<file path="src/rtl/svcmd_pkg.sv">
// Package: item types, parser phase codes and character constants for the velocity command driver.
`default_nettype none

package svcmd_pkg;

    // Field widths fixed by the item format
    localparam int MAG_W  = 10;
    localparam int DUTY_W = 8;
    localparam int ACC_W  = 14;

    // Saturation limits
    localparam logic [MAG_W-1:0]  MAG_SAT   = 10'd1023;
    localparam logic [DUTY_W-1:0] SPEED_MAX = 8'd255;

    // Characters the parser recognises
    localparam logic [7:0] CH_NUL   = 8'd0;
    localparam logic [7:0] CH_TAB   = 8'd9;
    localparam logic [7:0] CH_LF    = 8'd10;
    localparam logic [7:0] CH_VT    = 8'd11;
    localparam logic [7:0] CH_FF    = 8'd12;
    localparam logic [7:0] CH_CR    = 8'd13;
    localparam logic [7:0] CH_SP    = 8'd32;
    localparam logic [7:0] CH_PLUS  = 8'd43;
    localparam logic [7:0] CH_MINUS = 8'd45;
    localparam logic [7:0] CH_ZERO  = 8'd48;
    localparam logic [7:0] CH_NINE  = 8'd57;
    localparam logic [7:0] CH_V     = 8'd86;

    // Line parser phase, one-hot
    typedef enum logic [8:0] {
        PH_START    = 9'b0_0000_0001,
        PH_BEFORE_A = 9'b0_0000_0010,
        PH_SIGN_A   = 9'b0_0000_0100,
        PH_DIG_A    = 9'b0_0000_1000,
        PH_BEFORE_B = 9'b0_0001_0000,
        PH_SIGN_B   = 9'b0_0010_0000,
        PH_DIG_B    = 9'b0_0100_0000,
        PH_DONE     = 9'b0_1000_0000,
        PH_FAIL     = 9'b1_0000_0000
    } ph_t;

    // Per-source line state
    typedef struct packed {
        ph_t              phase;
        logic [MAG_W-1:0] l_mag;
        logic             l_neg;
        logic [MAG_W-1:0] r_mag;
        logic             r_neg;
    } line_t;

    localparam line_t LINE_CLEAR = '{
        phase: PH_START,
        l_mag: '0,
        l_neg: 1'b0,
        r_mag: '0,
        r_neg: 1'b0
    };

    // End-of-line event from the parser to the drive stage
    typedef struct packed {
        logic             emit;
        logic             ok;
        logic [MAG_W-1:0] l_mag;
        logic             l_neg;
        logic [MAG_W-1:0] r_mag;
        logic             r_neg;
    } line_evt_t;

    // Input item
    typedef struct packed {
        logic       source;
        logic [7:0] byte_value;
    } cmd_item_t;

    // Result item
    typedef struct packed {
        logic              status;
        logic              left_forward;
        logic              left_reverse;
        logic [DUTY_W-1:0] left_duty;
        logic              right_forward;
        logic              right_reverse;
        logic [DUTY_W-1:0] right_duty;
    } rsp_item_t;

endpackage

`default_nettype wire

</file>
<file path="src/rtl/svcmd_parse.sv">
// Combinational one-character step of a line parser.
`default_nettype none

module svcmd_parse #(
    parameter int LINE_LIMIT = 31,
    parameter int CNT_W      = 5
) (
    input  var svcmd_pkg::line_t     line_cur,
    input  var logic [CNT_W-1:0]     cnt_cur,
    input  var logic [7:0]           byte_value,
    output svcmd_pkg::line_t         line_nxt,
    output logic [CNT_W-1:0]         cnt_nxt,
    output svcmd_pkg::line_evt_t     evt
);

    logic                       is_ws;
    logic                       is_sign;
    logic                       is_minus;
    logic                       is_dig;
    logic [3:0]                 digit;
    logic [svcmd_pkg::MAG_W-1:0] acc_l;
    logic [svcmd_pkg::MAG_W-1:0] acc_r;
    logic [svcmd_pkg::MAG_W-1:0] acc_0;

    // mag*10 + digit, saturating
    function automatic logic [svcmd_pkg::MAG_W-1:0] accum(
        input logic [svcmd_pkg::MAG_W-1:0] mag,
        input logic [3:0]                  d
    );
        logic [svcmd_pkg::ACC_W-1:0] v;
        v = {4'b0, mag} * 14'd10 + {10'b0, d};
        if (v > {4'b0, svcmd_pkg::MAG_SAT})
            return svcmd_pkg::MAG_SAT;
        else
            return v[svcmd_pkg::MAG_W-1:0];
    endfunction

    // Character classes
    assign is_ws    = (byte_value == svcmd_pkg::CH_SP) || (byte_value == svcmd_pkg::CH_TAB) ||
                      (byte_value == svcmd_pkg::CH_VT) || (byte_value == svcmd_pkg::CH_FF);
    assign is_minus = (byte_value == svcmd_pkg::CH_MINUS);
    assign is_sign  = (byte_value == svcmd_pkg::CH_PLUS) || is_minus;
    assign is_dig   = (byte_value >= svcmd_pkg::CH_ZERO) && (byte_value <= svcmd_pkg::CH_NINE);
    assign digit    = byte_value[3:0];

    assign acc_l = accum(line_cur.l_mag, digit);
    assign acc_r = accum(line_cur.r_mag, digit);
    assign acc_0 = accum('0, digit);

    // Next line state and end-of-line event
    always_comb
    begin
        line_nxt  = line_cur;
        cnt_nxt   = cnt_cur;
        evt.emit  = 1'b0;
        evt.ok    = (line_cur.phase == svcmd_pkg::PH_DIG_B) ||
                    (line_cur.phase == svcmd_pkg::PH_DONE);
        evt.l_mag = line_cur.l_mag;
        evt.l_neg = line_cur.l_neg;
        evt.r_mag = line_cur.r_mag;
        evt.r_neg = line_cur.r_neg;

        priority if (byte_value == svcmd_pkg::CH_CR)
        begin
            // carriage return dropped
            cnt_nxt = cnt_cur;
        end
        else if (byte_value == svcmd_pkg::CH_LF)
        begin
            evt.emit = (cnt_cur != '0);
            line_nxt = svcmd_pkg::LINE_CLEAR;
            cnt_nxt  = '0;
        end
        else if (cnt_cur < CNT_W'(LINE_LIMIT))
        begin
            cnt_nxt = cnt_cur + 1'b1;
            if (byte_value == svcmd_pkg::CH_NUL)
            begin
                // NUL ends the parsed text
                line_nxt.phase = evt.ok ? svcmd_pkg::PH_DONE : svcmd_pkg::PH_FAIL;
            end
            else
            begin
                unique case (line_cur.phase)
                    svcmd_pkg::PH_START:
                        line_nxt.phase = (byte_value == svcmd_pkg::CH_V) ?
                                         svcmd_pkg::PH_BEFORE_A : svcmd_pkg::PH_FAIL;
                    svcmd_pkg::PH_BEFORE_A:
                        priority if (is_ws)
                            line_nxt.phase = svcmd_pkg::PH_BEFORE_A;
                        else if (is_sign)
                        begin
                            line_nxt.l_neg = is_minus;
                            line_nxt.phase = svcmd_pkg::PH_SIGN_A;
                        end
                        else if (is_dig)
                        begin
                            line_nxt.l_mag = acc_0;
                            line_nxt.phase = svcmd_pkg::PH_DIG_A;
                        end
                        else
                            line_nxt.phase = svcmd_pkg::PH_FAIL;
                    svcmd_pkg::PH_SIGN_A:
                        if (is_dig)
                        begin
                            line_nxt.l_mag = acc_l;
                            line_nxt.phase = svcmd_pkg::PH_DIG_A;
                        end
                        else
                            line_nxt.phase = svcmd_pkg::PH_FAIL;
                    svcmd_pkg::PH_DIG_A:
                        priority if (is_dig)
                        begin
                            line_nxt.l_mag = acc_l;
                            line_nxt.phase = svcmd_pkg::PH_DIG_A;
                        end
                        else if (is_ws)
                            line_nxt.phase = svcmd_pkg::PH_BEFORE_B;
                        else if (is_sign)
                        begin
                            line_nxt.r_neg = is_minus;
                            line_nxt.phase = svcmd_pkg::PH_SIGN_B;
                        end
                        else
                            line_nxt.phase = svcmd_pkg::PH_FAIL;
                    svcmd_pkg::PH_BEFORE_B:
                        priority if (is_ws)
                            line_nxt.phase = svcmd_pkg::PH_BEFORE_B;
                        else if (is_sign)
                        begin
                            line_nxt.r_neg = is_minus;
                            line_nxt.phase = svcmd_pkg::PH_SIGN_B;
                        end
                        else if (is_dig)
                        begin
                            line_nxt.r_mag = acc_0;
                            line_nxt.phase = svcmd_pkg::PH_DIG_B;
                        end
                        else
                            line_nxt.phase = svcmd_pkg::PH_FAIL;
                    svcmd_pkg::PH_SIGN_B:
                        if (is_dig)
                        begin
                            line_nxt.r_mag = acc_r;
                            line_nxt.phase = svcmd_pkg::PH_DIG_B;
                        end
                        else
                            line_nxt.phase = svcmd_pkg::PH_FAIL;
                    svcmd_pkg::PH_DIG_B:
                        if (is_dig)
                        begin
                            line_nxt.r_mag = acc_r;
                            line_nxt.phase = svcmd_pkg::PH_DIG_B;
                        end
                        else
                            line_nxt.phase = svcmd_pkg::PH_DONE;
                    svcmd_pkg::PH_DONE:
                        line_nxt.phase = svcmd_pkg::PH_DONE;
                    default:
                        line_nxt.phase = svcmd_pkg::PH_FAIL;
                endcase
            end
        end
        else
        begin
            // past the line limit: character dropped
            cnt_nxt = cnt_cur;
        end
    end

endmodule

`default_nettype wire

</file>
<file path="src/rtl/svcmd_drive.sv">
// Drive register and result output register with its handshake.
`default_nettype none

module svcmd_drive (
    input  var logic                 clk,
    input  var logic                 rst_n,
    input  var svcmd_pkg::line_evt_t evt,
    output logic                     can_take,
    output logic                     rsp_valid,
    input  var logic                 rsp_stall,
    output svcmd_pkg::rsp_item_t     rsp_item
);

    // forward, reverse, duty for one wheel
    typedef struct packed {
        logic                         fwd;
        logic                         rev;
        logic [svcmd_pkg::DUTY_W-1:0] duty;
    } wheel_t;

    wheel_t               left_reg;
    wheel_t               left_next;
    wheel_t               right_reg;
    wheel_t               right_next;
    logic                 rsp_valid_reg;
    logic                 rsp_valid_next;
    svcmd_pkg::rsp_item_t rsp_item_reg;
    svcmd_pkg::rsp_item_t rsp_item_next;

    function automatic wheel_t wheel(
        input logic [svcmd_pkg::MAG_W-1:0] mag,
        input logic                        neg
    );
        wheel_t w;
        if (mag == '0)
            w = '0;
        else
        begin
            w.fwd  = ~neg;
            w.rev  = neg;
            w.duty = (mag > svcmd_pkg::MAG_W'(svcmd_pkg::SPEED_MAX)) ?
                     svcmd_pkg::SPEED_MAX : mag[svcmd_pkg::DUTY_W-1:0];
        end
        return w;
    endfunction

    assign can_take = ~rsp_valid_reg | ~rsp_stall;

    // Drive update on an accepted line
    always_comb
    begin
        left_next  = left_reg;
        right_next = right_reg;
        if (evt.emit && evt.ok)
        begin
            left_next  = wheel(evt.l_mag, evt.l_neg);
            right_next = wheel(evt.r_mag, evt.r_neg);
        end
    end

    // Result register
    always_comb
    begin
        rsp_valid_next = rsp_valid_reg & rsp_stall;
        rsp_item_next  = rsp_item_reg;
        if (evt.emit)
        begin
            rsp_valid_next              = 1'b1;
            rsp_item_next.status        = ~evt.ok;
            rsp_item_next.left_forward  = left_next.fwd;
            rsp_item_next.left_reverse  = left_next.rev;
            rsp_item_next.left_duty     = left_next.duty;
            rsp_item_next.right_forward = right_next.fwd;
            rsp_item_next.right_reverse = right_next.rev;
            rsp_item_next.right_duty    = right_next.duty;
        end
    end

    always_ff @(posedge clk or negedge rst_n)
    begin
        if (!rst_n)
        begin
            left_reg      <= '0;
            right_reg     <= '0;
            rsp_valid_reg <= 1'b0;
        end
        else
        begin
            left_reg      <= left_next;
            right_reg     <= right_next;
            rsp_valid_reg <= rsp_valid_next;
        end
    end

    always_ff @(posedge clk)
    begin
        rsp_item_reg <= rsp_item_next;
    end

    assign rsp_valid = rsp_valid_reg;
    assign rsp_item  = rsp_item_reg;

endmodule

`default_nettype wire

</file>
<file path="src/rtl/serial_velocity_command_motor_driver.sv">
// A newline is taken into the input register, parsed, and its result is registered in the result register.
// Throughput: one item per cycle but for the hold below; each byte passes the input register and one parser step.
// Only a newline that closes a line with a waiting, stalled result holds the input side.
// Reset: asynchronous, active low; every line parser returns to line start with empty
// counts and the drive stops (all direction bits and duties zero). No clearing pass.
`default_nettype none

module serial_velocity_command_motor_driver #(
    parameter int LINE_LIMIT  = 31,
    parameter int NUM_SOURCES = 2
) (
    input  var logic                   clk,
    input  var logic                   rst_n,
    input  var logic                   cmd_valid,
    output logic                       cmd_stall,
    input  var svcmd_pkg::cmd_item_t   cmd_item,
    output logic                       rsp_valid,
    input  var logic                   rsp_stall,
    output svcmd_pkg::rsp_item_t       rsp_item
);

    localparam int CNT_W = $clog2(LINE_LIMIT + 1);
    localparam int IDX_W = (NUM_SOURCES > 1) ? $clog2(NUM_SOURCES) : 1;

    logic                 s1_valid_reg;
    logic                 s1_valid_next;
    svcmd_pkg::cmd_item_t s1_item_reg;
    logic                 cmd_take;
    logic                 s1_go;
    logic                 src_ok;
    logic                 want_emit;
    logic                 can_take;
    logic [IDX_W-1:0]     idx;

    svcmd_pkg::line_t     line_reg [NUM_SOURCES];
    logic [CNT_W-1:0]     cnt_reg  [NUM_SOURCES];
    svcmd_pkg::line_t     line_cur;
    logic [CNT_W-1:0]     cnt_cur;
    svcmd_pkg::line_t     line_next;
    logic [CNT_W-1:0]     cnt_next;
    svcmd_pkg::line_evt_t evt;
    svcmd_pkg::line_evt_t commit;

    // Source select; bytes from an unknown source are dropped
    assign src_ok   = (int'(s1_item_reg.source) < NUM_SOURCES);
    assign idx      = src_ok ? IDX_W'(s1_item_reg.source) : '0;
    assign line_cur = line_reg[idx];
    assign cnt_cur  = cnt_reg[idx];

    svcmd_parse #(
        .LINE_LIMIT (LINE_LIMIT),
        .CNT_W      (CNT_W)
    ) u_parse (
        .line_cur   (line_cur),
        .cnt_cur    (cnt_cur),
        .byte_value (s1_item_reg.byte_value),
        .line_nxt   (line_next),
        .cnt_nxt    (cnt_next),
        .evt        (evt)
    );

    // Stage advance: held only when a result must wait for the output
    assign want_emit = s1_valid_reg & src_ok & evt.emit;
    assign s1_go     = s1_valid_reg & (~want_emit | can_take);
    assign cmd_stall = s1_valid_reg & ~s1_go;
    assign cmd_take  = cmd_valid & ~cmd_stall;

    always_comb
    begin
        commit      = evt;
        commit.emit = want_emit & can_take;
    end

    svcmd_drive u_drive (
        .clk       (clk),
        .rst_n     (rst_n),
        .evt       (commit),
        .can_take  (can_take),
        .rsp_valid (rsp_valid),
        .rsp_stall (rsp_stall),
        .rsp_item  (rsp_item)
    );

    // Input register
    always_comb
    begin
        s1_valid_next = s1_valid_reg & ~s1_go;
        if (cmd_take)
            s1_valid_next = 1'b1;
    end

    always_ff @(posedge clk or negedge rst_n)
    begin
        if (!rst_n)
            s1_valid_reg <= 1'b0;
        else
            s1_valid_reg <= s1_valid_next;
    end

    always_ff @(posedge clk)
    begin
        if (cmd_take)
            s1_item_reg <= cmd_item;
    end

    // Per-source line state
    always_ff @(posedge clk or negedge rst_n)
    begin
        if (!rst_n)
        begin
            for (int i = 0; i < NUM_SOURCES; i++)
            begin
                line_reg[i] <= svcmd_pkg::LINE_CLEAR;
                cnt_reg[i]  <= '0;
            end
        end
        else if (s1_go && src_ok)
        begin
            line_reg[idx] <= line_next;
            cnt_reg[idx]  <= cnt_next;
        end
    end

    // Input side stalls only while an item is held
    assert property (@(posedge clk) disable iff (!rst_n)
        cmd_stall |-> s1_valid_reg)
    else $error("input stalled with empty stage");

    // A line end that cannot reach a stalled full output must hold the input
    assert property (@(posedge clk) disable iff (!rst_n)
        want_emit && rsp_valid && rsp_stall |-> cmd_stall)
    else $error("result would overwrite a waiting item");

    // A new result follows a parsed line end
    assert property (@(posedge clk) disable iff (!rst_n)
        $rose(rsp_valid) |-> $past(commit.emit))
    else $error("result appeared without a line end");

endmodule

`default_nettype wire

</file>
<file path="config.mk">
export PLATFORM = sky130hd
export DESIGN_NAME = serial_velocity_command_motor_driver
export DESIGN_NICKNAME = d
export VERILOG_FILES = /design/src/rtl/svcmd_pkg.sv /design/src/rtl/svcmd_parse.sv /design/src/rtl/svcmd_drive.sv /design/src/rtl/serial_velocity_command_motor_driver.sv
export SDC_FILE = /design/constraint.sdc
export NUM_CORES = 1
export LEC_CHECK = 0
export BUFFER_PORTS_ARGS = -buffer_cell sky130_fd_sc_hd__clkbuf_2
export CORE_AREA = 2 2 98 138
export CTS_BUF_LIST = sky130_fd_sc_hd__clkbuf_16
export DETAILED_ROUTE_END_ITERATION = 6
export DIE_AREA = 0 0 100 140
export HOLD_SLACK_MARGIN = 0.03
export PLACE_DENSITY = 0.89
export SETUP_SLACK_MARGIN = 0.2
export SYNTH_ARGS = -nofsm -noshare
export SYNTH_HDL_FRONTEND = slang
export SYNTH_SLANG_ARGS = --single-unit
</file>
<file path="constraint.sdc">
create_clock -name clk -period 6.4 [get_ports clk]
set_input_delay 0.32 -clock clk [delete_from_list [all_inputs] [get_ports clk]]
set_output_delay 0.32 -clock clk [all_outputs]
set_load 0.01 [all_outputs]
</file>
Word level (Yosys, flattened, before mapping) --
Index checks and enable logic that the tools add are counted.
Word-level totals: bits in read-only memories 0, RAM bits 0, latch bits 0, word-level logic and storage cells 154, bits in registers 124, memories kept 0, output and inout bits 23, input bits 13
Operators by class: muxes and demuxes 62, magnitude comparators 10, shift operators 0, divide/modulo/power cells 0, reduce and logical (&&, ||, !) cells 14, equal/unequal tests 17, multipliers 2, bitwise gates (word level) 17, $add $sub $neg 3
Operators with widths (count):
- $mux W31 | 7
- $mux W10 | 13
- $mux W9 | 12
- $pmux W9 S8 | 1
- $bwmux W62 | 1
- $eq A8 B4 Y1 const B | 5
- $pmux W10 S2 | 2
- $mux W5 | 7
- $demux W31 S1 | 1
- $add A14 B4 Y14 | 2
- $gt A14 B10 Y1 const B | 2
- $mul A10 B3 Y13 const B | 2
- $eq A8 B6 Y1 const B | 3
- $mux W8 | 3
- $mux W11 | 2
- $mux W22 | 1
- $gt A10 B8 Y1 const B | 2
- $logic_not A10 Y1 | 2
- $bwmux W10 | 1
- $gt A4 B10 Y1 const B | 1
- $eq A9 B1 Y1 const B | 1
- $eq A9 B2 Y1 const B | 1
- $eq A9 B3 Y1 const B | 1
- $eq A9 B4 Y1 const B | 1
- 23 further kinds | 51

Logic depth before layout (Yosys ltp) --
Gate-level depths: netlist (run 1).
depth after elaboration 16, gate-level depth with buffers 20, gate-level depth less buffers 14

By module --
A second synthesis (run 1) with hierarchy kept.
Second synthesis, totals: cells, all modules 754, area total of the unflattened synthesis 8453.1 um^2
By module, submodules not included:
- serial_velocity_command_motor_driver | area each 3761.1 um^2, instances 1, sequential area each 2099.5 um^2, cells each 211
- svcmd_parse | area each 3223.1 um^2, instances 1, sequential area each 0.0 um^2, cells each 449
- svcmd_drive | area each 1468.9 um^2, instances 1, sequential area each 1156.1 um^2, cells each 94

Worst setup path after synthesis (run 1) --
Ideal clock, no wire load.
kind register to register, from register s1_item_reg (netlist bit idx), to register line_reg[2] (netlist bit), path buffers 6, period minus slack after synthesis 4.796 ns, data required time 6.305 ns, setup slack 1.604 ns, data arrival time 4.701 ns, setup time 0.095 ns, cell stages (with the launch flop) 21, cell sequence edfxtp_1 buf_4 buf_6 buf_4 buf_2 buf_2 buf_2 mux2i_1 inv_1 ha_1 ha_1 inv_1 fa_1 nand2b_1 a21oi_1 nand4b_1 a2111oi_0 mux2_2 nand2_1 nor4_2 o31ai_1
Between the ends: word-level cells in the longest chain between the ends 15, elaborated cells on any way between the ends 38, those cells by class 1 x add/sub; 1 x mul; 4 x order compare; 3 x eq/ne; 21 x mux; 5 x bitwise; 3 x reduce/logical
Ends and longest elaborated chain:
- from (decl) | line serial_velocity_command_motor_driver.sv:27 | svcmd_pkg::cmd_item_t s1_item_reg;
- from (signal assigned) | line serial_velocity_command_motor_driver.sv:103 | s1_item_reg <= cmd_item;
- $not A1 Y2 (not written as such) * | line serial_velocity_command_motor_driver.sv:47, serial_velocity_command_motor_driver.sv:48, serial_velocity_command_motor_driver.sv:119
- $mux W31 (not written as such) (3 in a row) | line serial_velocity_command_motor_driver.sv:47 | assign line_cur = line_reg[idx];
- $mul A10 B3 Y13 | line svcmd_parse.sv:31 | v = {4'b0, mag} * 14'd10 + {10'b0, d};
- $add A14 B4 Y14 | line svcmd_parse.sv:31
- $gt A14 B10 Y1 | line svcmd_parse.sv:32 | if (v > {4'b0, svcmd_pkg::MAG_SAT})
- $mux W10 | line svcmd_parse.sv:32
- $mux W10 | line svcmd_parse.sv:142, svcmd_parse.sv:150
- $pmux W10 S2 | line svcmd_parse.sv:84 | unique case (line_cur.phase)
- $mux W22 | line svcmd_parse.sv:77 | if (byte_value == svcmd_pkg::CH_NUL)
- $mux W31 | line svcmd_parse.sv:74 | else if (cnt_cur < CNT_W'(LINE_LIMIT))
- $mux W31 | line svcmd_parse.sv:68 | else if (byte_value == svcmd_pkg::CH_LF)
- $mux W31 | line svcmd_parse.sv:63 | priority if (byte_value == svcmd_pkg::CH_CR)
- $bwmux W62 | line serial_velocity_command_motor_driver.sv:119 | line_reg[idx] <= line_next;
- to (signal, indexed assignment) | line serial_velocity_command_motor_driver.sv:113 | line_reg[i] <= svcmd_pkg::LINE_CLEAR;
- to (signal, indexed assignment) | line serial_velocity_command_motor_driver.sv:119
- to (decl) | line serial_velocity_command_motor_driver.sv:35 | svcmd_pkg::line_t line_reg [NUM_SOURCES];
Every way passes the cells marked *; elsewhere a longest branch is shown, timed or not. The select of a mux whose other input is x is not followed. A chain may end at the register's enable or synchronous reset.

Worst setup path in the final report (run 1) --
from register s1_item_reg (netlist bit idx), to register line_reg[16] (netlist bit)
Between the ends: word-level cells in the longest chain between the ends 15, elaborated cells on any way between the ends 38, those cells by class 1 x add/sub; 1 x mul; 4 x order compare; 3 x eq/ne; 21 x mux; 5 x bitwise; 3 x reduce/logical
Ends and longest elaborated chain (line):
- $not A1 Y2 (not written as such) * | serial_velocity_command_motor_driver.sv:47, serial_velocity_command_motor_driver.sv:48, serial_velocity_command_motor_driver.sv:119
- $mux W31 (not written as such) (3 in a row) | serial_velocity_command_motor_driver.sv:47
- $mul A10 B3 Y13 | svcmd_parse.sv:31
- $add A14 B4 Y14 | svcmd_parse.sv:31
- $gt A14 B10 Y1 | svcmd_parse.sv:32
- $mux W10 | svcmd_parse.sv:32
- $mux W10 | svcmd_parse.sv:104, svcmd_parse.sv:112
- $pmux W10 S2 | svcmd_parse.sv:84
- $mux W22 | svcmd_parse.sv:77
- $mux W31 | svcmd_parse.sv:74
- $mux W31 | svcmd_parse.sv:68
- $mux W31 | svcmd_parse.sv:63
- $bwmux W62 | serial_velocity_command_motor_driver.sv:119
Marked as above.

==> qor.yml, run 1 <==
totalWireLength_um: 20800
syn-mean-instance-area_um2: 9.35
wire_length_of_the_first_global_routing_pass_um: 33600
grt_start_max_net_pins: 73
finalCritPeriodShare: 0.818
criticalPathCategory: "flip-flop to flip-flop"
critical_path.startpoint_type: "flip-flop"
power.total_mw: 2.69
grt.overflow.total: 0
die_h_um: 140
initial_utilization: 0.607
grt_antenna_before_repair: 0
synthArstFlopShare: 0.758
synth_top_cells_by_area: "dfrtp_1, edfxtp_1, ha_1, nand2_1, nor2_1"
timing.critical_path.required_ns: 6.63
detail_route.iter0.violations: 760
cts_buffers: 17
dp_hpwl_um: 13900
first_global_vias: 6865
htree_num_levels: 4
syn_inst: 828
slew_headroom: 0.353
cts_tree: "yes"
largest_register_ffs: 62
holdCritPathClass: "input port to flip-flop"
postSynthRegisterBits: 124
port_buffers: 35
crit_fanout: 24
worst_setup_hold_path_clk_slew_ns: 0.06
fp.dieW_um: 100
dr_total_vias: 6941
viasPerCell: 6.80
routabilityCongestion: 0.918
antenna-diode-count: 0
worst_setup_path_end_kind: "flip-flop"
post_synth_instance_area_mm2: 0.00774
power-per-cell-area_mw_per_mm2: 312
synth.yosys.seq_area_share: 0.421
drive_gt1_frac: 0.136
multi_input_area_mm2: 0.00422
final_period_minus_worst_setup_slack_ns: 5.23
setup_violations: 0
synthesis_warnings: 0
timing.final.hold_violations: 0
final_net_count: 912
worst_supply_voltage_drop_on_vdd_mv: 0.287
number_of_enable_type_register_cells_in_the_synthesized_netlist: 30
status: "complete, no violations"
timing.clock.skew_ns: 0.0104
number_of_sinks_on_the_clock_net: 124
post_synthesis_cell_type_with_the_largest_combined_area: "dfrtp_1"
critPathArrivalTime_ns: 5.47
yosys-top-cells-count: "dfrtp_1, nand2_1, nor2_1, ha_1, a21oi_1"
area_of_the_die_mm2: 0.0140
clk_root_buffer_cell: "clkbuf_16"
totalNegativeSetupSlack_ns: 0
timing.fmax_mhz: 191
std_cell_rows: 49
regArea_mm2: 0.00326
coreArea_mm2: 0.0128
synth.lib_cells_used.distinct: 85
boundaryPins: 36
max-clock-path-buffers: 2
slew_viol_final: 0
synth_largest_type_area_fraction: 0.297
syn_nets: 885
setup_repair_after_global_routing_missed_its_margin: "false"
antenna_left: 0
fill_cells: 918
drtPass1Iterations: 7
post_cts_resize_count: 0
cap_violations: 0
power.leakage_nw: 3.67
wl_per_cell_um: 20.4
drc: 0
groute.usage.overall: 0.306
syn2layout_area_growth_pct: 11.7
worst_pin_slew_ns: 0.962
worstSkewPairLatency_ns: 0.44
dominantRegCellSynth: "dfrtp_1"
==> cells in the final DEF, fill, tap and decap left out, drive strengths merged, types with 5 or more instances in the layout <==
cell type,instances
a21o,5
a21oi,38
a22oi,10
a31oi,29
buf,9
clkbuf,51
dfrtp,92
edfxtp,30
ha,40
inv,38
mux2,23
mux2i,19
nand2,93
nand2b,8
nand3,29
nand3b,5
nor2,75
nor2b,9
nor3,21
nor4,10
o211ai,11
o21ai,69
o22ai,6
o31ai,15
or2,8
or3,9
xnor2,18
xor2,8
==> worst paths after layout <==
path	from	end	slack, ns	depth (start not counted)
worst max register to register	idx	line_reg[16]	1.17	14
min in group asynchronous	rst_n	cnt_reg[3]	0.32	2
worst min-delay path	cmd_item[3]	s1_item_reg[3]	0.06	1
worst max-delay path	idx	line_reg[16]	1.17	14
worst min register to register	line_reg[11]	line_reg[11]	0.48	2
max in group asynchronous	rst_n	line_reg[6]	4.83	3
==> power by group <==
group | switching (mW) | leakage (nW) | internal, mW
Sequential | 0.0633 | 1.35 | 0.877
Clock | 0.392 | 0.303 | 0.620
Combinational | 0.445 | 2.01 | 0.295
==> timing repair <==
action | 4_1_cts | 5_1_grt
buffers inserted | 0 | 0
hold buffers | 1 | 0
hold endpoints to repair | 20 | 0
==> worst max-delay path: stages, from the launching register on <==
cell      delay (ns)
edfxtp_1        0.84
buf_4           0.45
mux2i_1         0.60
inv_1           0.26
ha_1            0.38
inv_1           0.06
fa_1            0.45
nor2b_1         0.17
o31ai_1         0.10
xnor2_1         0.28
nand3_1         0.14
nor4_1          0.44
o21ai_0         0.28
nand2_1         0.36
a31oi_1         0.20
==> stage by stage <==
stage | instance area, um2 | std cells | utilization | hold slack [ns] | worst slack (ns)
2_1_floorplan | 7740 | 828 | - | 0.0244 | 1.60
3_3_place_gp | 8020 | 988 | 0.629 | 0.230 | 1.65
3_5_place_dp | 8020 | 988 | 0.629 | 0.233 | 1.52
4_1_cts | 8640 | 1021 | 0.678 | 0.0702 | 1.42
5_1_grt | 8640 | 1021 | 0.678 | 0.0633 | 0.867
6_report | 8640 | 1021 | 0.678 | 0.0633 | 1.17
==> final cells by class <==
class,instances,share of cell area
well taps,153,0.0222
clock inverters,15,0.0217
flip-flops and latches,124,0.377
clock buffers,17,0.0492
multi-input cells,637,0.488
inverters,31,0.0135
repair buffers,44,0.0287
==> logic make-up after synthesis <==
kind of cell / after synthesis / share of synthesized area
buffers and inverters: 67 / 0.0352
AND/OR/NAND/NOR: 296 / 0.188
flip-flops: 124 / 0.421
AO/OA/AOI/OAI: 229 / 0.193
XOR/XNOR: 26 / 0.0294
multiplexers: 42 / 0.0580
adder cells (fa/ha/maj): 44 / 0.0750
==> routing by layer <==
| metal | vias up | share of wire | track usage |
|---|---|---|---|
| li1 | 3134 | - | - |
| met3 | 129 | 0.080 | 0.0714 |
| met1 | 3272 | 0.37 | 0.356 |
| met4 | 0 | 0.065 | 0.191 |
| met5 | - | 0 | 0 |
| met2 | 406 | 0.49 | 0.507 |
No activity file was read; power rests on OpenSTA's default activity.
==> run 2, diff against run 1 <==
==> constraint.sdc (replaced) <==
create_clock -name clk -period 5.2 [get_ports clk]
set_input_delay 0.26 -clock clk [delete_from_list [all_inputs] [get_ports clk]]
set_output_delay 0.26 -clock clk [all_outputs]
set_load 0.01 [all_outputs]
==> run 2 against run 1 <==
Against the previous run: clock power rose by 19%; combinational power rose by 26%; count of clock-buffer cells in the layout did not move; worst hold slack got worse by 0.023 ns; routed wire length rose by 6.0%; first-iteration DRC count rose by 23%; critical endpoint is now line_reg[33]; flip-flop and latch count did not move; fmax rose by 12%; setup slack got worse by 0.63 ns; largest cell class unchanged; non-clock buffer count rose by 20; clock skew fell by 0.0047 ns.
==> qor.yml, run 2 (same netlist as run 1, synthesis figures left out) <==
holdCritPathClass: "input port to flip-flop"
final_period_minus_worst_setup_slack_ns: 4.66  # -0.575 ns
worst_setup_path_end_kind: "flip-flop"
antenna-diode-count: 0  # unchanged
initial_utilization: 0.607  # unchanged
timing.final.hold_violations: 0  # unchanged
worst_setup_hold_path_clk_slew_ns: 0.06  # about the same
htree_num_levels: 4  # unchanged
port_buffers: 35  # unchanged
largest_register_ffs: 62  # unchanged
crit_fanout: 9  # -63%
setup_repair_after_global_routing_missed_its_margin: "false"
most-common-layout-cells: "nand2_1, dfrtp_1, nor2_1, ha_1, a21oi_1"
worstSkewPairLatency_ns: 0.43  # about the same
routabilityCongestion: 0.943  # +2.7%
syn2layout_area_growth_pct: 13.5
area_of_the_die_mm2: 0.0140  # unchanged
status: "complete, no violations"
groute.usage.overall: 0.326  # +0.0197
detail_route.iter0.violations: 933  # +23%
clk_root_buffer_cell: "clkbuf_16"
cap_violations: 0  # unchanged
detailed_place.area_mm2: 0.00806  # +0.56%
power-per-cell-area_mw_per_mm2: 374  # +20%
final_net_count: 932  # +2.2%
final_design_area_no_fill_mm2: 0.00879  # +1.7%
coreArea_mm2: 0.0128  # unchanged
drive_gt1_frac: 0.146  # +0.0105
dp_hpwl_um: 14600  # +5.3%
number_of_sinks_on_the_clock_net: 124  # unchanged
grt.overflow.total: 0  # unchanged
totalWireLength_um: 22100  # +6.0%
viasPerCell: 6.97  # +2.6%
finalCritPeriodShare: 0.896  # +0.0782
worst_pin_slew_ns: 0.980  # +0.0176 ns
dr_total_vias: 7258  # +4.6%
power.leakage_nw: 3.75  # +2.1%
fp.dieW_um: 100  # unchanged
wire_length_of_the_first_global_routing_pass_um: 36300  # +7.9%
multi_input_area_mm2: 0.00422  # unchanged
slew_viol_final: 0  # unchanged
fill_cells: 872  # -5.0%
critical_path.startpoint_type: "flip-flop"
max-clock-path-buffers: 2  # unchanged
totalNegativeSetupSlack_ns: 0  # unchanged
antenna_left: 0  # unchanged
drtPass1Iterations: 6  # -1
critPathArrivalTime_ns: 4.96  # -0.51 ns
criticalPathCategory: "flip-flop to flip-flop"
grt_start_max_net_pins: 68  # -6.8%
die_h_um: 140  # unchanged
worst_supply_voltage_drop_on_vdd_mv: 0.334  # +17%
wl_per_cell_um: 21.2  # +4.0%
cts_buffers: 17  # unchanged
drc: 0  # unchanged
regArea_mm2: 0.00326  # unchanged
setup_violations: 0  # unchanged
slew_headroom: 0.345  # -0.00817
boundaryPins: 36  # unchanged
first_global_vias: 7288  # +6.2%
cts_tree: "yes"
grt_antenna_before_repair: 0  # unchanged
timing.fmax_mhz: 215  # +12%
timing.critical_path.required_ns: 5.50  # -1.13 ns
std_cell_rows: 49  # unchanged
timing.clock.skew_ns: 0.00563  # -0.00473 ns
==> run 2: changes by cell type in the layout (fill, tap and decap cells not counted) <==
cell	previous run	this run
buf_4	9	21
clkinv_2	1	2
clkinv_4	2	1
bufinv_16	3	2
clkinvlp_4	1	2
dlygate4sd3_1	1	9
==> run 2: layout make-up <==
cell class,instances,share of cell area
clock buffers,17,0.0484
clock inverters,15,0.0184
inverters,31,0.0132
multi-input cells,637,0.480
flip-flops and latches,124,0.371
well taps,153,0.0218
repair buffers,64,0.0476
==> run 2: per-layer routing <==
metal  share of wire  up-vias  track usage
met4           0.075        0        0.227
met3           0.078      179       0.0654
met2            0.49      495        0.542
li1                -     3175            -
met5               0        -            0
met1            0.36     3409        0.372
==> run 2: path summary, 6_finish.rpt <==
| path | start | endpoint | slack (ns) | cells past startpoint |
|---|---|---|---|---|
| setup / recovery | idx | line_reg[33] | 0.54 | 15 |
| hold / removal | cmd_item[4] | s1_item_reg[4] | 0.04 | 1 |
| setup reg to reg | idx | line_reg[33] | 0.54 | 15 |
| hold reg to reg | line_reg[42] | line_reg[42] | 0.48 | 2 |
| max in group asynchronous | rst_n | u_drive.left_reg[1] | 3.74 | 3 |
| min in group asynchronous | rst_n | cnt_reg[4] | 0.28 | 2 |
==> run 2: what timing repair did <==
item / in CTS / in global routing
hold endpoints to repair: 33 / 0
setup buffers: 0 / 6
hold buffers: 9 / 0
endpoints found under the setup margin: 0 / 22
gates resized for setup: 0 / 0
==> run 2: report_power, final <==
part | leakage (nW) | internal, mW | switching [mW]
Sequential | 1.35 | 1.08 | 0.0777
Clock | 0.289 | 0.714 | 0.482
Combinational | 2.10 | 0.375 | 0.555
Total | 3.75 | 2.17 | 1.11
==> run 2: critical path: stages (launching register included) <==
cell	delay (ns)
edfxtp_1	0.58
buf_4	0.20
mux2i_1	0.34
inv_1	0.17
ha_1	0.21
ha_1	0.20
inv_1	0.09
fa_1	0.45
nand2b_1	0.18
a21oi_1	0.21
nand4b_1	0.17
a2111oi_0	0.49
mux2_2	0.41
nand2_1	0.34
nor4_2	0.12
o31ai_1	0.37
==> run 2: through the flow <==
stage / utilization / setup WS [ns] / hold WS [ns] / std cells / total power, mW
after detailed placement: 0.632 / 0.602 / 0.192 / 994 / 2.06
final: 0.689 / 0.542 / 0.0398 / 1041 / 3.28
after global placement: 0.632 / 0.898 / 0.189 / 994 / 2.02
after floorplan: - / 0.404 / -0.0356 / 828 / 1.84
after CTS: 0.685 / 0.376 / 0.0404 / 1035 / 3.25
after global routing: 0.689 / 0.248 / 0.0400 / 1041 / 3.43
==> run 3, diff against run 2 <==
--- a/config.mk
+++ b/config.mk
@@ -6,13 +6,15 @@
 export NUM_CORES = 1
 export LEC_CHECK = 0
 export BUFFER_PORTS_ARGS = -buffer_cell sky130_fd_sc_hd__clkbuf_2
-export CORE_AREA = 2 2 98 138
+export CORE_AREA = 2 2 101 143
 export CTS_BUF_LIST = sky130_fd_sc_hd__clkbuf_16
 export DETAILED_ROUTE_END_ITERATION = 6
-export DIE_AREA = 0 0 100 140
+export DIE_AREA = 0 0 103 145
 export HOLD_SLACK_MARGIN = 0.03
-export PLACE_DENSITY = 0.89
+export PLACE_DENSITY = 0.9
 export SETUP_SLACK_MARGIN = 0.2
+export SLEW_MARGIN = 20
 export SYNTH_ARGS = -nofsm -noshare
 export SYNTH_HDL_FRONTEND = slang
+export SYNTH_HIERARCHICAL = 1
 export SYNTH_SLANG_ARGS = --single-unit
==> run 3 against run 2 <==
Against the previous run: utilization shrank 1.3 points; cell count shrank 6.1%; die area grew 6.7%; clock skew grew 0.0061 ns; routed wire length shrank 11%; worst hold slack lost 0.0040 ns; count of clock-buffer cells in the layout is the same; fmax grew 1.0%; sequential share of layout area shrank 1.8 points.
==> qor.yml, run 3 <==
status: "complete, no violations"
routabilityCongestion: 0.946  # +0.39%
synth-compound-area-share: 0.146  # -0.0477
wl_per_cell_um: 20.1  # -5.1%
cpLargestDelayFamily: "multiplexers"
slew_headroom: 0.365  # +0.0202
postSynthRegisterBits: 124  # unchanged
synth-xor-area-share: 0.0238  # -0.00559
p_clk_frac: 0.441  # +0.077
synth.yosys.seq_area_share: 0.385  # -0.0355
initial_utilization: 0.619  # +0.0121
synthArstFlopShare: 0.758  # unchanged
worstSkewPairLatency_ns: 0.43  # about the same
regArea_mm2: 0.00326  # unchanged
route.top_layer_used: "met4"
largest_register_ffs: 62  # unchanged
synth_top_cells_by_area: "dfrtp_1, mux2_4, edfxtp_1, mux2_2, ha_1"
syn_inst: 754  # -8.9%
number_of_sinks_on_the_clock_net: 124  # unchanged
setup_repair_after_global_routing_missed_its_margin: "false"
critPathArrivalTime_ns: 4.91  # -0.05 ns
totalNegativeSetupSlack_ns: 0  # unchanged
fill_cells: 989  # +13%
clk_root_buffer_cell: "clkbuf_16"
finalCritPeriodShare: 0.887  # -0.00918
synth_largest_type_area_fraction: 0.272  # -0.0251
criticalPathCategory: "flip-flop to flip-flop"
wl_met2_um: 10200  # -5.8%
syn-mean-instance-area_um2: 11.2  # +20%
drc: 0  # unchanged
worst_r2r_setup_slack_ns: 0.59  # +0.05 ns
drive_gt1_frac: 0.292  # +0.145
die_h_um: 145  # +3.6%
final_common_cell: "dfrtp_1"
worst_setup_hold_path_clk_slew_ns: 0.06  # about the same
share_seq_of_total_power: 0.422  # +0.069
std_cell_rows: 51  # +4.1%
cp.buffers_inverters: 2  # -1
most-common-layout-cells: "dfrtp_1, mux2_4, a21oi_1, mux2_2, nor2_1"
power-per-cell-area_mw_per_mm2: 278  # -26%
synth.lib_cells_used.distinct: 80  # -5.9%
grt_start_max_net_pins: 59  # -13%
timing.clock.skew_ns: 0.0117  # +0.00612 ns
final_period_minus_worst_setup_slack_ns: 4.61  # -0.0477 ns
post_synthesis_cell_type_with_the_largest_combined_area: "dfrtp_1"
synth_simple_gate_area_frac: 0.136  # -0.0527
dominantRegCellSynth: "dfrtp_1"
dr_total_vias: 6256  # -14%
cts_tree: "yes"
wl_met3_um: 1220  # -29%
power.combinational.fraction: 0.138  # -0.145
fp.dieW_um: 103  # +3.0%
worst_supply_voltage_drop_on_vdd_mv: 0.239  # -29%
post_cts_resize_count: 0  # unchanged
critPathMaxStageDelay_ns: 0.61  # +0.03 ns
totalWireLength_um: 19600  # -11%
grt_antenna_before_repair: 0  # unchanged
adder_and_majority_cell_fraction_of_the_synthesized_area: 0.0687  # -0.00633
worstPathCellList: "buf_4, mux2_2, ha_1, ha_1, inv_1, fa_1, or4b_1, nor4_2, nand3_1, mux2_4, o41ai_1, a21oi_1, mux2_4"
swShare: 0.268  # -0.0710
groute.usage.overall: 0.277  # -0.0490
crit_fanout: 12  # +3
internal_power_mw: 1.87  # -14%
boundaryPins: 36  # unchanged
syn2layout_area_growth_pct: 9.13
first_global_vias: 6445  # -12%
holdCritPathClass: "input port to flip-flop"
detail_route.iter0.violations: 469  # -50%
cap_violations: 0  # unchanged
wire_length_of_the_first_global_routing_pass_um: 32300  # -11%
mux_cell_area_share_after_synthesis: 0.184  # +0.126
postLayoutSetupSlackWorst_ns: 0.589  # +0.0477 ns
drtPass1Iterations: 5  # -1
area_of_the_die_mm2: 0.0149  # +6.7%
final_net_count: 836  # -10%
antenna_left: 0  # unchanged
slew_viol_final: 0  # unchanged
cts_buffers: 17  # unchanged
route.layer.met1.wl_um: 7530  # -4.2%
synth_top_family_by_area: "multiplexers"
yosys-top-cells-count: "dfrtp_1, mux2_4, a21oi_1, mux2_2, nor2_1"
dp_hpwl_um: 13000  # -11%
worst_pin_slew_ns: 0.945  # -0.0346 ns
critical_path.startpoint_type: "flip-flop"
max-clock-path-buffers: 2  # unchanged
slowest_stage: "or4b_1"
number_of_enable_type_register_cells_in_the_synthesized_netlist: 30  # unchanged
coreArea_mm2: 0.0137  # +7.1%
viasPerCell: 6.40  # -8.2%
grt.overflow.total: 0  # unchanged
yosys.cell_count.top_type: "dfrtp_1"
post_synth_instance_area_mm2: 0.00845  # +9.2%
timing.critical_path.required_ns: 5.50  # about the same
worst_setup_path_end_kind: "flip-flop"
timing.fmax_mhz: 217  # +1.0%
port_buffers: 35  # unchanged
power.switching_mw: 0.687  # -38%
synthesis_warnings: 6  # +6
timing.final.hold_violations: 0  # unchanged
power.leakage_nw: 4.17  # +11%
antenna-diode-count: 0  # unchanged
power.total_mw: 2.56  # -22%
setup_violations: 0  # unchanged
multi_input_area_mm2: 0.00471  # +12%
syn_nets: 811  # -8.4%
htree_num_levels: 4  # unchanged
post-place-ws_ns: 0.344  # -0.257 ns
-- run 3: changes by cell type in the layout (fill, tap and decap cells not counted), moves of 12 or more --
cell,before,now
mux2i_1,19,6
inv_1,31,18
nand3_1,28,15
a31oi_1,29,3
o21ai_1,34,0
nand2_1,92,35
o22a_1,1,13
a21oi_1,37,53
mux2_2,23,50
nor2_1,74,48
mux2_4,0,61
-- run 3: what timing repair did --
| item | CTS | global route |
|---|---|---|
| buffers inserted | 0 | 2 |
| endpoints found under the setup margin | 0 | 19 |
| hold endpoints to repair | 43 | 0 |
| hold buffers | 10 | 0 |
-- run 3: kinds of logic after synthesis --
| kind of cell | count (synthesis) |
|---|---|
| AOI/OAI and AO/OA | 167 |
| adders and majority gates | 44 |
| and+or+nand+nor | 206 |
| xor gates and xnor gates | 23 |
| DFF | 124 |
| buffers and inverters | 72 |
| muxes | 118 |
-- run 3: layout make-up --
class,count,area share
Multi-Input combinational cell,558,0.511
Sequential cell,124,0.353
Clock buffer,17,0.0461
Timing Repair Buffer,60,0.0423
Tap cell,185,0.0251
Clock inverter,15,0.0152
Inverter,18,0.00732
-- run 3: power groups by stage --
stage	Clock [mW]	Sequential [mW]	Combinational, mW
finish	1.13	1.08	0.353
global route	1.18	1.09	0.384
CTS	1.14	1.08	0.345
detailed placement	0	1.10	0.336
global placement	0	1.09	0.322
floorplan	0	1.08	0.278
-- run 3: metal layers --
metal,track usage,vias up
met1,0.331,3039
met4,0.141,0
li1,-,2859
met3,0.0549,68
met2,0.462,290
met5,0,-
-- run 3: final timing paths --
check,from,to,depth (start not counted)
worst min-delay path,cmd_valid,s1_valid_reg,2
max in group asynchronous,rst_n,line_reg[56],3
worst max-delay path,idx,line_reg[12],13
worst max register to register,idx,line_reg[12],13
min in group asynchronous,rst_n,line_reg[57],2
worst min register to register,u_drive/left_reg[0],u_drive/left_reg[0],2
-- run 3: metrics by stage --
step                      cells  hold WS [ns]  area [um2]   util
final                       977        0.0358        9230  0.676
after CTS                   975        0.0339        9210  0.674
after floorplan             754       -0.0356        8450      -
after global placement      933         0.251        8540  0.626
after detailed placement    933         0.254        8540  0.626
after global routing        977        0.0605        9230  0.676
